`src/hdl/id3tfe_pkg.sv`:
```
// ----------------------------------------------------------------------------
// id3tfe_pkg
// Types and constants shared by the ID3v2 tag field extractor modules.
// ----------------------------------------------------------------------------
package id3tfe_pkg;

  typedef enum logic [2:0] {
    KIND_CHAR      = 3'd0,
    KIND_STR_END   = 3'd1,
    KIND_GENRE     = 3'd2,
    KIND_GENRE_UNK = 3'd3,
    KIND_DONE      = 3'd4,
    KIND_TRUNC     = 3'd5,
    KIND_REJECT    = 3'd6
  } kind_e;

  typedef enum logic [1:0] {
    FLD_ARTIST = 2'd0,
    FLD_TITLE  = 2'd1,
    FLD_ALBUM  = 2'd2,
    FLD_GENRE  = 2'd3
  } field_e;

  typedef enum logic [2:0] {
    PH_HEADER = 3'd0,
    PH_LABEL  = 3'd1,
    PH_SIZE   = 3'd2,
    PH_FLAGS  = 3'd3,
    PH_BODY   = 3'd4,
    PH_IDLE   = 3'd5
  } phase_e;

  typedef struct packed {
    logic [7:0] data_byte;
    logic       first_byte;
    logic       final_byte;
  } in_item_t;

  typedef struct packed {
    kind_e      kind;
    field_e     field;
    logic [7:0] value;
    logic       last;
  } out_item_t;

  // results of one parse step, up to two
  typedef struct packed {
    logic [1:0] cnt;
    out_item_t  r0;
    out_item_t  r1;
  } step_res_t;

  localparam logic [7:0]  CH_I      = 8'h49;
  localparam logic [7:0]  CH_D      = 8'h44;
  localparam logic [7:0]  CH_3      = 8'h33;
  localparam logic [7:0]  CH_PAREN  = 8'h28;
  localparam logic [7:0]  CH_ZERO   = 8'h30;
  localparam logic [7:0]  CH_NINE   = 8'h39;
  localparam logic [7:0]  VER_MIN   = 8'd2;
  localparam logic [7:0]  VER_MAX   = 8'd4;
  localparam logic [28:0] HDR_LEN   = 29'd10;
  localparam logic [28:0] OFFSET_MAX = 29'h1FFF_FFFF;

  localparam logic [23:0] LBL_TP1  = 24'h545031;
  localparam logic [23:0] LBL_TT2  = 24'h545432;
  localparam logic [23:0] LBL_TAL  = 24'h54414C;
  localparam logic [23:0] LBL_TCO  = 24'h54434F;
  localparam logic [31:0] LBL_TOLY = 32'h544F4C59;
  localparam logic [31:0] LBL_TOPE = 32'h544F5045;
  localparam logic [31:0] LBL_TPE1 = 32'h54504531;
  localparam logic [31:0] LBL_TPE2 = 32'h54504532;
  localparam logic [31:0] LBL_TIT2 = 32'h54495432;
  localparam logic [31:0] LBL_TCON = 32'h54434F4E;

endpackage

```
`src/hdl/id3tfe_parser.sv`:
```
// ----------------------------------------------------------------------------
// id3tfe_parser
// Parse state and one-byte step logic: header check, frame walk, text and
// genre extraction. Produces up to two results per stepped byte.
// ----------------------------------------------------------------------------
module id3tfe_parser import id3tfe_pkg::*; #(
  parameter int MAX_STRING  = 64,
  parameter int GENRE_COUNT = 126
) (
  input  logic      clk,
  input  logic      rst_n,
  input  logic      step_en,
  input  in_item_t  item,
  output step_res_t res
);

  localparam int CW = $clog2(MAX_STRING);

  phase_e           phase_r, phase_nxt, ph;
  logic [3:0]       idx_r, idx_nxt, idx, idx1, hlen;
  logic [2:0]       major_r, major_nxt, major;
  logic [28:0]      tag_end_r, tag_end_nxt, tag_end, tag_acc;
  logic [28:0]      foff_r, foff_nxt, foff;
  logic [31:0]      label_r, label_nxt, label;
  logic [31:0]      flen_r, flen_nxt, flen, flen_shift;
  logic [31:0]      left_r, left_nxt, left, left_dec;
  logic             tgt_on_r, tgt_on_nxt, tgt_on;
  field_e           tgt_fld_r, tgt_fld_nxt, tgt_fld;
  logic [CW-1:0]    ccnt_r, ccnt_nxt, ccnt, cnt1;
  logic [7:0]       gacc_r, gacc_nxt, gacc, gval, gsat;
  logic             gopen_r, gopen_nxt, gopen;

  logic [7:0]       b;
  logic             wide, is_artist, is_title, is_album, is_genre;
  logic [23:0]      pre3;
  logic             bb_go;
  logic [31:0]      bb_len;
  logic             fin_b, first_pos, is_last;
  logic [11:0]      gmul;
  logic             e0_v, e1_v;
  out_item_t        e0, e1;

  assign b = item.data_byte;

  // first byte of a file restarts from the reset state
  always_comb begin
    if (item.first_byte) begin
      ph = PH_HEADER;  idx = '0;  major = '0;  tag_end = '0;  foff = '0;
      label = '0;  flen = '0;  left = '0;  tgt_on = 1'b0;  tgt_fld = FLD_ARTIST;
      ccnt = '0;  gacc = '0;  gopen = 1'b0;
    end else begin
      ph = phase_r;  idx = idx_r;  major = major_r;  tag_end = tag_end_r;
      foff = foff_r;  label = label_r;  flen = flen_r;  left = left_r;
      tgt_on = tgt_on_r;  tgt_fld = tgt_fld_r;  ccnt = ccnt_r;  gacc = gacc_r;
      gopen = gopen_r;
    end
  end

  // frame label matching
  assign wide = (major >= 3'd3);
  assign pre3 = wide ? label[31:8] : label[23:0];
  assign is_artist = (pre3 == LBL_TP1) ||
                     (wide && ((label == LBL_TOLY) || (label == LBL_TOPE) ||
                               (label == LBL_TPE1) || (label == LBL_TPE2)));
  assign is_title  = (pre3 == LBL_TT2) || (wide && (label == LBL_TIT2));
  assign is_album  = (pre3 == LBL_TAL);
  assign is_genre  = (pre3 == LBL_TCO) && (!wide || (label == LBL_TCON));

  assign hlen       = wide ? 4'd4 : 4'd3;
  assign idx1       = idx + 4'd1;
  assign tag_acc    = (idx >= 4'd6) ? {1'b0, tag_end[20:0], b[6:0]} : tag_end;
  assign flen_shift = (major >= 3'd4) ? {flen[24:0], b[6:0]} : {flen[23:0], b};
  assign fin_b      = (left == 32'd1);
  assign first_pos  = (left == flen);
  assign left_dec   = left - 32'd1;
  assign cnt1       = ccnt + CW'(1);
  assign is_last    = fin_b || (cnt1 >= CW'(MAX_STRING - 1));
  assign gmul       = {4'd0, gacc} * 12'd10 + {4'd0, b - CH_ZERO};
  assign gsat       = (gmul > 12'd255) ? 8'hFF : gmul[7:0];

  always_comb begin
    phase_nxt = ph;  idx_nxt = idx;  major_nxt = major;  tag_end_nxt = tag_end;
    label_nxt = label;  flen_nxt = flen;  left_nxt = left;  tgt_on_nxt = tgt_on;
    tgt_fld_nxt = tgt_fld;  ccnt_nxt = ccnt;  gacc_nxt = gacc;  gopen_nxt = gopen;
    e0_v = 1'b0;  e0 = '0;  e1_v = 1'b0;  e1 = '0;
    bb_go = 1'b0;  bb_len = flen;  gval = gacc;

    case (ph)
      PH_HEADER: begin
        if ((idx == 4'd0 && b != CH_I) || (idx == 4'd1 && b != CH_D) ||
            (idx == 4'd2 && b != CH_3) ||
            (idx == 4'd3 && (b < VER_MIN || b > VER_MAX))) begin
          e0_v = 1'b1;  e0.kind = KIND_REJECT;
          phase_nxt = PH_IDLE;
        end else begin
          if (idx == 4'd3) major_nxt = b[2:0];
          tag_end_nxt = tag_acc;
          if (idx >= 4'd9) begin
            if (tag_acc == '0) begin
              e0_v = 1'b1;  e0.kind = KIND_REJECT;
              phase_nxt = PH_IDLE;
            end else begin
              tag_end_nxt = tag_acc + HDR_LEN;
              phase_nxt = PH_LABEL;
              idx_nxt = '0;
            end
          end else begin
            idx_nxt = idx1;
          end
        end
      end
      PH_LABEL: begin
        if (idx == 4'd0 && (foff >= tag_end || b == 8'd0)) begin
          // padding or tag end where a frame would start
          e0_v = 1'b1;  e0.kind = KIND_DONE;  e0.value = {5'd0, major};
          phase_nxt = PH_IDLE;
        end else begin
          label_nxt = (idx == 4'd0) ? {24'd0, b} : {label[23:0], b};
          idx_nxt = idx1;
          if (idx1 >= hlen) begin
            phase_nxt = PH_SIZE;
            idx_nxt = '0;
            flen_nxt = '0;
          end
        end
      end
      PH_SIZE: begin
        flen_nxt = flen_shift;
        idx_nxt = idx1;
        if (idx1 >= hlen) begin
          idx_nxt = '0;
          if (wide) phase_nxt = PH_FLAGS;
          else begin
            bb_go = 1'b1;
            bb_len = flen_shift;
          end
        end
      end
      PH_FLAGS: begin
        idx_nxt = idx1;
        if (idx1 >= 4'd2) bb_go = 1'b1;
      end
      PH_BODY: begin
        if (tgt_on) begin
          if (first_pos) begin
            // encoding byte: only latin-1 is taken
            if (b != 8'd0) tgt_on_nxt = 1'b0;
            else if (fin_b && tgt_fld != FLD_GENRE) begin
              e0_v = 1'b1;  e0.kind = KIND_STR_END;  e0.field = tgt_fld;
            end
          end else if (tgt_fld != FLD_GENRE) begin
            if (b == 8'd0) begin
              e0_v = 1'b1;  e0.kind = KIND_STR_END;  e0.field = tgt_fld;
              tgt_on_nxt = 1'b0;
            end else begin
              ccnt_nxt = cnt1;
              e0_v = 1'b1;  e0.kind = KIND_CHAR;  e0.field = tgt_fld;
              e0.value = b;  e0.last = is_last;
              if (is_last) tgt_on_nxt = 1'b0;
            end
          end else if (!gopen) begin
            if (b != CH_PAREN) tgt_on_nxt = 1'b0;
            else begin
              gopen_nxt = 1'b1;
              if (fin_b) e0_v = 1'b1;
            end
          end else begin
            if (b >= CH_ZERO && b <= CH_NINE) begin
              gacc_nxt = gsat;
              gval = gsat;
              if (fin_b) e0_v = 1'b1;
            end else begin
              e0_v = 1'b1;
            end
          end
          if (e0_v && tgt_fld == FLD_GENRE) begin
            e0.kind = ({1'b0, gval} < 9'(GENRE_COUNT)) ? KIND_GENRE : KIND_GENRE_UNK;
            e0.field = FLD_GENRE;
            e0.value = gval;
            tgt_on_nxt = 1'b0;
          end
        end
        left_nxt = left_dec;
        if (left_dec == '0) begin
          phase_nxt = PH_LABEL;
          idx_nxt = '0;
          tgt_on_nxt = 1'b0;
        end
      end
      default: begin
      end
    endcase

    if (bb_go) begin
      tgt_on_nxt = (is_artist || is_title || is_album || is_genre) && (bb_len != '0);
      tgt_fld_nxt = is_artist ? FLD_ARTIST : is_title ? FLD_TITLE :
                    is_album ? FLD_ALBUM : FLD_GENRE;
      ccnt_nxt = '0;
      gacc_nxt = '0;
      gopen_nxt = 1'b0;
      left_nxt = bb_len;
      idx_nxt = '0;
      phase_nxt = (bb_len != '0) ? PH_BODY : PH_LABEL;
    end

    foff_nxt = (foff == OFFSET_MAX) ? foff : foff + 29'd1;

    if (item.final_byte && phase_nxt != PH_IDLE) begin
      e1_v = 1'b1;
      e1.kind = (phase_nxt == PH_LABEL && idx_nxt == '0 && foff_nxt >= tag_end_nxt) ?
                KIND_DONE : KIND_TRUNC;
      e1.value = {5'd0, major_nxt};
      phase_nxt = PH_IDLE;
    end
  end

  always_comb begin
    res.cnt = {1'b0, e0_v} + {1'b0, e1_v};
    res.r0  = e0_v ? e0 : e1;
    res.r1  = e1;
  end

  always_ff @(posedge clk) begin
    if (!rst_n) begin
      phase_r   <= PH_HEADER;
      idx_r     <= '0;
      major_r   <= '0;
      tag_end_r <= '0;
      foff_r    <= '0;
      label_r   <= '0;
      flen_r    <= '0;
      left_r    <= '0;
      tgt_on_r  <= 1'b0;
      tgt_fld_r <= FLD_ARTIST;
      ccnt_r    <= '0;
      gacc_r    <= '0;
      gopen_r   <= 1'b0;
    end else if (step_en) begin
      phase_r   <= phase_nxt;
      idx_r     <= idx_nxt;
      major_r   <= major_nxt;
      tag_end_r <= tag_end_nxt;
      foff_r    <= foff_nxt;
      label_r   <= label_nxt;
      flen_r    <= flen_nxt;
      left_r    <= left_nxt;
      tgt_on_r  <= tgt_on_nxt;
      tgt_fld_r <= tgt_fld_nxt;
      ccnt_r    <= ccnt_nxt;
      gacc_r    <= gacc_nxt;
      gopen_r   <= gopen_nxt;
    end
  end

endmodule

```
`src/hdl/id3v2_tag_field_extractor.sv`:
```
// results pass from the input register through the parse step into the result queue
// throughput: one byte per cycle while each byte yields at most one result
//   and out_stall is low; two results of one byte both queue for the single-beat port
// the four-entry result queue sets how far the input runs ahead of the output
// reset (rst_n low, synchronous) clears the parse state and the result queue;
//   first_byte restarts parsing without a reset
// ----------------------------------------------------------------------------
// id3v2_tag_field_extractor
// Byte-stream ID3v2 parser: input register, parse step, result queue.
// ----------------------------------------------------------------------------
module id3v2_tag_field_extractor import id3tfe_pkg::*; #(
  parameter int MAX_STRING  = 64,
  parameter int GENRE_COUNT = 126
) (
  input  logic      clk,
  input  logic      rst_n,
  input  logic      in_valid,
  output logic      in_stall,
  input  in_item_t  in_data,
  output logic      out_valid,
  input  logic      out_stall,
  output out_item_t out_data
);

  logic      s1_valid_r, s1_valid_nxt;
  in_item_t  s1_item_r;
  logic      room, step_en, in_acc, pop;
  step_res_t res;
  logic [1:0] push_n;

  out_item_t  q_r [4];
  logic [1:0] wr_ptr_r, rd_ptr_r;
  logic [2:0] count_r, count_nxt;

  // two free slots needed before a byte is stepped
  assign room     = (count_r <= 3'd2);
  assign step_en  = s1_valid_r && room;
  assign in_stall = s1_valid_r && !room;
  assign in_acc   = in_valid && !in_stall;
  assign s1_valid_nxt = in_acc || (s1_valid_r && !room);

  id3tfe_parser #(
    .MAX_STRING  (MAX_STRING),
    .GENRE_COUNT (GENRE_COUNT)
  ) u_parser (
    .clk     (clk),
    .rst_n   (rst_n),
    .step_en (step_en),
    .item    (s1_item_r),
    .res     (res)
  );

  assign push_n    = step_en ? res.cnt : 2'd0;
  assign out_valid = (count_r != 3'd0);
  assign out_data  = q_r[rd_ptr_r];
  assign pop       = out_valid && !out_stall;
  assign count_nxt = count_r + {1'b0, push_n} - {2'd0, pop};

  always_ff @(posedge clk) begin
    if (!rst_n) begin
      s1_valid_r <= 1'b0;
      wr_ptr_r   <= '0;
      rd_ptr_r   <= '0;
      count_r    <= '0;
    end else begin
      s1_valid_r <= s1_valid_nxt;
      wr_ptr_r   <= wr_ptr_r + push_n;
      rd_ptr_r   <= rd_ptr_r + {1'b0, pop};
      count_r    <= count_nxt;
    end
  end

  always_ff @(posedge clk) begin
    if (in_acc) s1_item_r <= in_data;
    if (push_n != 2'd0) q_r[wr_ptr_r] <= res.r0;
    if (push_n == 2'd2) q_r[wr_ptr_r + 2'd1] <= res.r1;
  end

`ifndef SYNTHESIS
  a_count_bound: assert property (@(posedge clk) disable iff (!rst_n)
    count_r <= 3'd4)
    else $error("result queue overflow");

  a_hold_item: assert property (@(posedge clk) disable iff (!rst_n)
    (s1_valid_r && !room) |=> (s1_valid_r && $stable(s1_item_r)))
    else $error("held byte lost");

  a_pop_count: assert property (@(posedge clk) disable iff (!rst_n)
    (pop && push_n == 2'd0) |=> (count_r == $past(count_r) - 3'd1))
    else $error("queue count mismatch");

  a_ptr_gap: assert property (@(posedge clk) disable iff (!rst_n)
    (count_r != 3'd4) |-> ((wr_ptr_r - rd_ptr_r) == count_r[1:0]))
    else $error("queue pointers out of step");
`endif

endmodule
```
`config.mk`:
```
export PLATFORM = sky130hd
export DESIGN_NAME = id3v2_tag_field_extractor
export DESIGN_NICKNAME = d
export VERILOG_FILES = /design/src/hdl/id3tfe_pkg.sv /design/src/hdl/id3tfe_parser.sv /design/src/hdl/id3v2_tag_field_extractor.sv
export SDC_FILE = /design/constraint.sdc
export NUM_CORES = 1
export LEC_CHECK = 0
export BUFFER_PORTS_ARGS = -buffer_cell sky130_fd_sc_hd__buf_2
export CAP_MARGIN = 5
export CORE_ASPECT_RATIO = 1.2
export CORE_MARGIN = 10
export CORE_UTILIZATION = 60
export DETAILED_ROUTE_END_ITERATION = 8
export MAX_ROUTING_LAYER = met4
export PLACE_DENSITY = 0.77
export SKIP_LAST_GASP = 1
export SYNTH_ARGS = -nofsm -noshare
export SYNTH_HDL_FRONTEND = slang
export SYNTH_SLANG_ARGS = --single-unit
```
`constraint.sdc`:
```
create_clock -name clk -period 10.75 [get_ports clk]
set_clock_uncertainty 0.05 [all_clocks]
set_input_delay 1.6125 -clock clk [delete_from_list [all_inputs] [get_ports clk]]
set_output_delay 1.6125 -clock clk [all_outputs]
set_load 0.05 [all_outputs]
```
==> impl_metrics.tcl, run 1 <==
set metrics [dict create \
    cts.sink_count 256 \
    stdcell_count 2779 \
    outcome "complete, no violations" \
    cts_buffers 29 \
    insertion_delay_ns 0.59 \
    tightestPinTransition_ns 1.06 \
    die_w_um 182 \
    core_area_um2 31300 \
    final_cell_area_um2 20200 \
    ioPinCount 30 \
    powerDensity_nw_per_um2 154 \
    antenna_found_initial 0 \
    fin_crit_ns 7.27 \
    cts-resized-gates 0 \
    slew_violations 0 \
    grt_max_degree 95 \
    die_h_um 215 \
    place_congestion 1.01 \
    fmax_ghz 0.138 \
    yosys_warnings 0 \
    area_growth_pct 6.64 \
    drcViolationCount 0 \
    synth_edf_count 30 \
    finalCritPeriodShare_pct 67.6 \
    clock_path_buffers 3 \
    grt_pass1_wl_mm 102 \
    ys_seq_area_share_pct 28.6 \
    synthTopCellsByArea "dfxtp_1 (24%), nor2_1 (7.2%), ha_1 (6.4%), edfxtp_1 (4.8%), xnor2_1 (4.5%)" \
    numPortBuffers 29 \
    avgRoutedWirePerCell_um 23.6 \
    r2r_setup_slack_ns 3.48 \
    hold_buffers 0 \
    endpoint_kind "flop" \
    n_fill_cell 2758 \
    drive_above_1_share_pct 7.49 \
    hold_viol_final 0 \
    met1_length_mm 26.1 \
    die_area_um2 39100 \
    initial_utilization_pct 60.6 \
    drtIter0Drc 2183 \
    grt_pass1_vias 18077 \
    dp_hpwl_mm 47.0 \
    dpl-instance-area_um2 19100 \
    cts.clk_slew.worst_paths_ns 0.06 \
    synth_top_area_share_pct 23.9 \
    rsz0062_at_grt "no" \
    syn_nets 2555 \
    root_buffer "clkbuf_16" \
    dp.cells 2724 \
    cts_tree "yes" \
    ir_drop_v 0.000197 \
    highest_layer "met4" \
    synth_area_leader_cell "dfxtp_1" \
    setup_viol 0 \
    dr_wl_met2_mm 31.1 \
    nNetsFinal 2467 \
    synth_area_um2 18900 \
    ant_nets 0 \
    leakage_nw 7.38 \
    cp.required_ns 11.02 \
    grt_usage_pct 32.6 \
    drtPass1Iterations 6 \
    fin_tns_setup_ns 0 \
    ys.flop_type "dfxtp_1" \
    start_kind "flop" \
    num_rows 71 \
    synth-async-reset-ratio_pct 0 \
    vias_per_cell 6.92 \
    criticalPathCategory "flop to flop" \
    hold_path.class "flop to flop" \
    path_max_fanout 47 \
    wl_met3_mm 4.91 \
    routed_wl_mm 65.5 \
    post_cts_buffers 0 \
    avgSynthCellArea_um2 7.76 \
    h-tree-depth 1 \
    slew_headroom_pct 29.1 \
    route.vias.total 19240 \
    synthDistinctLibCells 98 \
    syn_inst 2442 \
    synth.ff_latch_count 256 \
    arrival_ns 7.54 \
    overflow 0 \
    max-cap-violations 0 \
]
## cells in the final DEF (no fill, tap or decap), types with 25 or more instances in the layout
cell type and instances:
nor2_1 359, dfxtp_1 226, nand2_1 206, a21oi_1 149, o21ai_0 113, xnor2_1 98
ha_1 97, nor3_1 75, a22oi_1 73, nor2b_1 71, inv_1 58, nand4_1 52
nand3_1 51, nor4_1 42, a211oi_1 37, and2_1 34, mux2i_1 32, and3_1 30
edfxtp_1 30, a22o_1 29, clkbuf_16 29, buf_2 29, xor2_1 28, buf_4 25
## worst paths after layout
path / from / endpoint / depth (start not counted)
setup / recovery: s1_item_r[1] / q_r[1][11] / 26
hold / removal: u_parser.gacc_r[0] / u_parser.gacc_r[0] / 2
setup reg to reg: s1_item_r[1] / q_r[1][11] / 26
hold reg to reg: u_parser.gacc_r[0] / u_parser.gacc_r[0] / 2
## registers in the layout (all words and copies together), names as in the netlist, 4 cells and up
| register | cells |
|---|---|
| u_parser.tag_end_r | 29 |
| u_parser.left_r | 32 |
| u_parser.idx_r | 4 |
| u_parser.label_r | 32 |
| u_parser.ccnt_r | 6 |
| q_r | 56 |
| u_parser.foff_r | 29 |
| u_parser.gacc_r | 8 |
| u_parser.flen_r | 32 |
| s1_item_r | 10 |
## cell usage after synthesis, types with 21 or more instances
| cell | count |
|---|---|
| nor2_1 | 361 |
| dfxtp_1 | 226 |
| nand2_1 | 207 |
| a21oi_1 | 149 |
| clkbuf_1 | 134 |
| o21ai_0 | 113 |
| xnor2_1 | 98 |
| ha_1 | 97 |
| nor3_1 | 75 |
| a22oi_1 | 73 |
| nor2b_1 | 71 |
| inv_1 | 58 |
| nand4_1 | 52 |
| nand3_1 | 51 |
| nor4_1 | 43 |
| a211oi_1 | 37 |
| and2_1 | 35 |
| mux2i_1 | 32 |
| and3_1 | 30 |
| edfxtp_1 | 30 |
| a22o_1 | 29 |
| xor2_1 | 28 |
| o211ai_1 | 21 |
| o22ai_1 | 21 |
## critical path, stage by stage (launching register included)
cell	delay, ns
edfxtp_1	0.41
inv_1	0.07
buf_4	0.51
nand2_1	0.26
inv_1	0.16
ha_1	0.19
nor3_1	0.14
nor2_1	0.82
a21oi_1	0.20
inv_1	0.14
ha_1	0.16
inv_1	0.07
a2111oi_4	0.59
and3_1	0.31
nand2_1	0.08
xnor2_1	0.15
mux2_2	0.28
ha_1	0.28
nand4_1	0.11
or3_1	0.41
nor3_1	0.20
a211oi_1	0.10
o21ai_0	0.39
a221oi_1	0.18
a211o_1	0.31
nor3_2	0.29
o221ai_1	0.14
## power by group
part	total (W)	internal, W	leakage [nW]	switching (W)
combinational	0.000887	0.000300	4.74	0.000587
clock	0.00112	0.000669	0.522	0.000448
sequential	0.00110	0.00102	2.11	0.0000838
total	0.00311	0.00199	7.38	0.00112
## metrics by stage
| stage | power (W) | setup slack, ns | utilization, % | hold slack, ns |
|---|---|---|---|---|
| 2_1_floorplan | 0.00175 | 3.89 | - | 0.370 |
| 3_3_place_gp | 0.00197 | 3.81 | 61.2 | 0.380 |
| 3_5_place_dp | 0.00198 | 3.62 | 61.2 | 0.392 |
| 4_1_cts | 0.00309 | 3.60 | 64.6 | 0.401 |
| 5_1_grt | 0.00322 | 2.93 | 64.6 | 0.418 |
| 6_report | 0.00311 | 3.48 | 64.6 | 0.402 |
## kinds of logic (layout without fill, tap and decap cells)
family          Yosys count  after routing  share of synthesized area [%]
simple gates           1053           1053                           27.8
xor+xnor                126            126                           5.83
compound gates          618            618                           22.2
buf+inv                 233            168                           4.86
flops                   256            256                           28.6
mux                      57             57                           4.01
other cells               0              1                              0
fa+ha+maj                99             99                           6.62
## area by class of cell
class / instances / area (µm²) / area share, %
inverters: 60 / 230 / 1.14
flip-flops and latches: 256 / 5430 / 26.9
well taps: 401 / 502 / 2.48
multi-input cells: 1953 / 12600 / 62.6
repair buffers: 54 / 333 / 1.65
clock buffers: 34 / 785 / 3.88
diodes: 1 / 2.50 / 0.0124
clock inverters: 20 / 284 / 1.41
## routing by layer
layer  global-route usage, %  vias to the layer above
li1                        -                     8750
met1                    39.2                     9265
met2                    53.3                      994
met3                    4.27                      231
met4                    15.1                        0
met5                       -                        -
Note: power is estimated with default switching activity, not from simulation.
==> inputs of run 2 (changes only) <==
--- a/config.mk
+++ b/config.mk
@@ -9,7 +9,7 @@
 export CAP_MARGIN = 5
 export CORE_ASPECT_RATIO = 1.2
 export CORE_MARGIN = 10
-export CORE_UTILIZATION = 60
+export CORE_UTILIZATION = 58
 export DETAILED_ROUTE_END_ITERATION = 8
 export MAX_ROUTING_LAYER = met4
 export PLACE_DENSITY = 0.77
==> constraint.sdc (replaced) <==
create_clock -name clk -period 5.9 [get_ports clk]
set_clock_uncertainty 0.05 [all_clocks]
set_input_delay 0.885 -clock clk [delete_from_list [all_inputs] [get_ports clk]]
set_output_delay 0.885 -clock clk [all_outputs]
set_load 0.05 [all_outputs]
==> impl_metrics.tcl, run 2 (same netlist as run 1, synthesis figures left out) <==
set metrics [dict create \
    outcome "complete, no violations" \
    nNetsFinal 2515 \
    ioPinCount 30 \
    h-tree-depth 1 \
    cts_buffers 29 \
    endpoint_kind "flop" \
    core_area_um2 32300 \
    final_cell_area_um2 20600 \
    final_cell_mix "nor2_1 (359), dfxtp_1 (226), nand2_1 (205), a21oi_1 (147), o21ai_0 (110)" \
    critPathTopFamily "simple AND/OR/NAND/NOR gates" \
    max_stage_delay_ns 0.55 \
    crit_top_cell "o21ai_1" \
    insertion_delay_ns 0.58 \
    avgRoutedWirePerCell_um 24.0 \
    hold_path.class "flop to flop" \
    n_fill_cell 2878 \
    dp_hpwl_mm 49.0 \
    arrival_ns 5.93 \
    setup_viol 0 \
    cp.required_ns 6.15 \
    grt_pass1_wl_mm 106 \
    dp.cells 2777 \
    place_congestion 0.996 \
    crit_chain "buf_12 -> nor2b_1 -> ha_1 -> nand4b_1 -> nor3_1 -> nand4_1 -> o21ai_1 -> nor3_2 -> nand2_1 -> xor2_1 -> nor2_1 -> ha_1 -> nand4_1 -> or4_1 -> o21ai_1 -> a21o_1 -> a21oi_1 -> o21ai_1 -> a221oi_1 -> a211o_1 -> o311ai_2 -> o221ai_1" \
    cts_tree "yes" \
    initial_utilization_pct 58.7 \
    n_antenna_cell 0 \
    path_max_fanout 102 \
    grt_pass1_vias 18406 \
    powerDensity_nw_per_um2 272 \
    final_common_cell "nor2_1" \
    tightestPinTransition_ns 1.06 \
    vias_per_cell 6.86 \
    die_w_um 185 \
    hold_ws_ns 0.405 \
    regMostFlops "q_r" \
    path_buf_inv 1 \
    max-cap-violations 0 \
    die_area_um2 40300 \
    ir_drop_v 0.000219 \
    routed_wl_mm 67.8 \
    route.vias.total 19413 \
    slew_violations 0 \
    hold_viol_final 0 \
    overflow 0 \
    area_growth_pct 8.62 \
    grt_max_degree 114 \
    antenna_found_initial 0 \
    start_kind "flop" \
    criticalPathCategory "flop to flop" \
    drtPass1Iterations 6 \
    root_buffer "clkbuf_16" \
    clock_path_buffers 3 \
    cts.sink_count 256 \
    leakage_nw 7.58 \
    cts.clk_slew.worst_paths_ns 0.07 \
    cpMaxStageDelayCell "or4_1" \
    die_h_um 218 \
    finalCritPeriodShare_pct 96.3 \
    largest_reg_flops 56 \
    drcViolationCount 0 \
    numPortBuffers 29 \
    fin_crit_ns 5.68 \
    slew_headroom_pct 29.1 \
    dpl-instance-area_um2 19600 \
    stdcell_count 2831 \
    drtIter0Drc 2180 \
    grt_usage_pct 33.9 \
    fmax_ghz 0.176 \
    ant_nets 0 \
    drive_above_1_share_pct 9.82 \
    num_rows 72 \
]
==> run 2: cell count changes in the layout (fill, tap and decap cells not counted), sizes merged, moves of 2 or more <==
cell / change
buf: +48
clkbuf: +4
bufinv: -3
clkinv: -2
==> run 2: worst paths after layout <==
kind / from / slack, ns / cells after the start / endpoint
setup reg to reg: s1_item_r[1] / 0.22 / 22 / q_r[1][11]
hold / removal: u_parser.gacc_r[0] / 0.41 / 2 / u_parser.gacc_r[0]
hold reg to reg: u_parser.gacc_r[0] / 0.41 / 2 / u_parser.gacc_r[0]
setup / recovery: s1_item_r[1] / 0.22 / 22 / q_r[1][11]
==> run 2: layer usage <==
layer | vias to the layer above | global-route usage, % | share of wire, %
li1 | 8850 | - | -
met1 | 9222 | 40.4 | 39
met2 | 1055 | 54.0 | 47
met3 | 286 | 4.52 | 7.9
met4 | 0 | 19.5 | 6.6
met5 | - | - | 0
==> run 2: tightest hold or removal path, stage by stage, from the launching register on <==
cell and delay (ns):
dfxtp_1 0.31, nand2_1 0.05, a21oi_1 0.05
==> run 2: timing repair <==
item | CTS | global route
endpoints found under the setup margin | 0 | 4
gates resized for setup | 0 | 3
buffers inserted | 0 | 1
hold buffers | 0 | 0
==> run 2: layout make-up <==
type | count | area (µm²) | area share [%]
clock buffers | 38 | 813 | 3.95
well taps | 407 | 509 | 2.48
flip-flops and latches | 256 | 5430 | 26.4
repair buffers | 102 | 706 | 3.43
multi-input cells | 1953 | 12700 | 61.8
clock inverters | 15 | 171 | 0.833
inverters | 60 | 230 | 1.12
==> run 2: power by group <==
| part | internal (W) | switching [W] | leakage (nW) |
|---|---|---|---|
| clock network | 0.00110 | 0.000792 | 0.489 |
| registers | 0.00186 | 0.000158 | 2.11 |
| logic | 0.000587 | 0.00110 | 4.99 |
==> run 2: through the flow <==
stage | setup WS [ns] | utilization [%] | total power, W | setup TNS (ns)
2_1_floorplan | -0.000250 | - | 0.00321 | -0.000250
3_3_place_gp | 0.316 | 60.7 | 0.00366 | 0
3_5_place_dp | 0.144 | 60.7 | 0.00369 | 0
4_1_cts | 0.105 | 63.7 | 0.00557 | 0
5_1_grt | -0.0114 | 63.8 | 0.00583 | -0.0114
6_report | 0.217 | 63.8 | 0.00560 | 0
==> inputs of run 3 (changes only) <==
--- a/config.mk
+++ b/config.mk
@@ -5,14 +5,15 @@
 export SDC_FILE = /design/constraint.sdc
 export NUM_CORES = 1
 export LEC_CHECK = 0
+export ABC_AREA = 1
 export BUFFER_PORTS_ARGS = -buffer_cell sky130_fd_sc_hd__buf_2
 export CAP_MARGIN = 5
 export CORE_ASPECT_RATIO = 1.2
 export CORE_MARGIN = 10
-export CORE_UTILIZATION = 58
+export CORE_UTILIZATION = 59
 export DETAILED_ROUTE_END_ITERATION = 8
 export MAX_ROUTING_LAYER = met4
-export PLACE_DENSITY = 0.77
+export PLACE_DENSITY = 0.78
 export SKIP_LAST_GASP = 1
 export SYNTH_ARGS = -nofsm -noshare
 export SYNTH_HDL_FRONTEND = slang
==> impl_metrics.tcl, run 3 <==
set metrics [dict create \
    die_w_um 192 \
    fin_crit_ns 5.52 \
    core_area_um2 35100 \
    outcome "complete, no violations" \
    cts.clk_slew.worst_paths_ns 0.07 \
    largest_reg_flops 56 \
    ys.flop_type "dfxtp_1" \
    dp_hpwl_mm 51.3 \
    cp.required_ns 6.21 \
    p_seq_share_pct 29.6 \
    synth_common_cells "nand2_1 (788), inv_1 (416), nor2_1 (416)" \
    avgSynthCellArea_um2 6.16 \
    path_buf_inv 2 \
    grt_usage_pct 31.5 \
    synth_simple_gate_area_share_pct 32.1 \
    synth_edf_count 30 \
    insertion_delay_ns 0.60 \
    endpoint_kind "flop" \
    power.switching_w 0.00328 \
    synth_most_common_cell "nand2_1" \
    drcViolationCount 0 \
    nNetsFinal 3499 \
    ant_nets 0 \
    yosys.area_share.adder_pct 5.96 \
    vias_per_cell 5.97 \
    syn_inst 3416 \
    numPortBuffers 29 \
    slew_headroom_pct 18.1 \
    max_stage_delay_ns 0.51 \
    fmax_ghz 0.181 \
    setup_viol 0 \
    synth-async-reset-ratio_pct 0 \
    hold_path.class "input pin to flop" \
    total_power_w 0.00735 \
    ir_drop_v 0.000265 \
    p_clk_share_pct 25.8 \
    n_antenna_cell 0 \
    path_max_fanout 26 \
    p_int_w 0.00407 \
    hold_buffers 0 \
    initial_utilization_pct 59.9 \
    cpMaxStageDelayCell "edfxtp_1" \
    overflow 0 \
    hold_viol_final 0 \
    synth_xor_area_share_pct 2.67 \
    root_buffer "clkbuf_16" \
    die_h_um 227 \
    ys_seq_area_share_pct 25.8 \
    synth_area_um2 21000 \
    r2r_setup_slack_ns 0.38 \
    routed_wl_mm 69.4 \
    synth.ff_latch_count 256 \
    slew_violations 0 \
    final_cell_mix "nand2_1 (785), inv_1 (413), nor2_1 (409), o21ai_0 (375), a21oi_1 (239)" \
    synthTopCellsByArea "dfxtp_1 (22%), nand2_1 (14%), o21ai_0 (8.9%), inv_1 (7.4%), nor2_1 (7.4%)" \
    avgRoutedWirePerCell_um 17.9 \
    clock_path_buffers 3 \
    grt_pass1_vias 21180 \
    crit_top_cell "nand2_1" \
    max-cap-violations 0 \
    synth_top_area_share_pct 21.5 \
    stdcell_count 3872 \
    critPathTopFamily "simple AND/OR/NAND/NOR gates" \
    drtPass1Iterations 8 \
    tightestPinTransition_ns 1.22 \
    h-tree-depth 1 \
    synthDistinctLibCells 56 \
    fin_tns_setup_ns 0 \
    synthMuxAreaShare_pct 0 \
    drtIter0Drc 2456 \
    final_common_cell "nand2_1" \
    grt_pass1_wl_mm 109 \
    synth_top_family_by_area "simple AND/OR/NAND/NOR gates" \
    regMostFlops "q_r" \
    syn_nets 3529 \
    area_growth_pct 7.55 \
    leakage_nw 10.4 \
    yosys_warnings 0 \
    finalCritPeriodShare_pct 93.6 \
    place_congestion 1.02 \
    start_kind "flop" \
    ioPinCount 30 \
    synth_area_leader_cell "dfxtp_1" \
    cts_tree "yes" \
    synth-compound-area-share_pct 22.1 \
    criticalPathCategory "flop to flop" \
    powerDensity_nw_per_um2 325 \
    swShare_pct 44.7 \
    arrival_ns 5.83 \
    grt_max_degree 120 \
    combPwrFrac_pct 44.6 \
    cts_buffers 30 \
    cts.sink_count 256 \
    route.vias.total 23116 \
    die_area_um2 43600 \
    antenna_found_initial 0 \
    dp.cells 3813 \
    num_rows 75 \
    drive_above_1_share_pct 7.83 \
]
## run 3: cell count changes in the layout (fill, tap and decap cells not counted), moves of 32 or more
cell,delta
a21oi_1,+92
a221oi_1,+39
a22oi_1,-73
inv_1,+357
mux2i_1,-32
nand2_1,+580
nand2_2,+38
nand3_1,+93
nor2_1,+50
nor2b_1,-70
o21ai_0,+265
xnor2_1,-76
## run 3: cell families after synthesis
family	after synthesis
simple gates	1576
compound gates	829
buf+inv	592
flops	256
xor+xnor	64
fa+ha+maj	99
## run 3: repair_timing
action,4_1_cts,5_1_grt
buffers inserted,0,2
gates resized for setup,1,17
setup endpoints to repair,4,71
cloned,0,1
pin swaps,0,1
## run 3: final cells by class
class / instances / area [µm²]
clock buffers: 42 / 826
clock inverters: 14 / 169
fillers: 3421 / 12500
inverters: 434 / 1640
multi-input cells: 2568 / 13300
flip-flops and latches: 256 / 5430
well taps: 462 / 578
repair buffers: 96 / 702
## run 3: worst paths after layout
check                          start            endpoint  depth (start not counted)
setup reg to reg        s1_item_r[1]          q_r[3][11]                         30
hold / removal            in_data[2]        s1_item_r[2]                          1
setup / recovery        s1_item_r[1]          q_r[3][11]                         30
hold reg to reg   u_parser.ccnt_r[2]  u_parser.ccnt_r[2]                          2
## run 3: per-layer routing
metal,up-vias,global-route usage (%),part of all wire [%]
met2,1094,51.7,47
met1,10540,39.2,41
li1,11286,-,-
met3,196,3.07,7.9
met5,-,-,0
met4,0,12.6,4.1
## run 3: metrics by stage
stage / utilization, % / cell area, µm² / setup WS (ns) / hold slack (ns)
after floorplan: - / 21000 / 0.152 / 0.387
after global placement: 61.3 / 21500 / 0.121 / 0.400
after detailed placement: 61.3 / 21500 / -0.0196 / 0.405
after CTS: 64.1 / 22500 / 0.0902 / 0.400
after global routing: 64.4 / 22600 / -0.0197 / 0.402
final: 64.4 / 22600 / 0.379 / 0.413
## run 3: power by group through the flow
stage / logic, W / registers, W / clock network, W
floorplan: 0.00237 / 0.00213 / 0
global placement: 0.00312 / 0.00220 / 0
detailed placement: 0.00318 / 0.00220 / 0
CTS: 0.00320 / 0.00217 / 0.00192
global route: 0.00363 / 0.00220 / 0.00199
finish: 0.00328 / 0.00217 / 0.00190
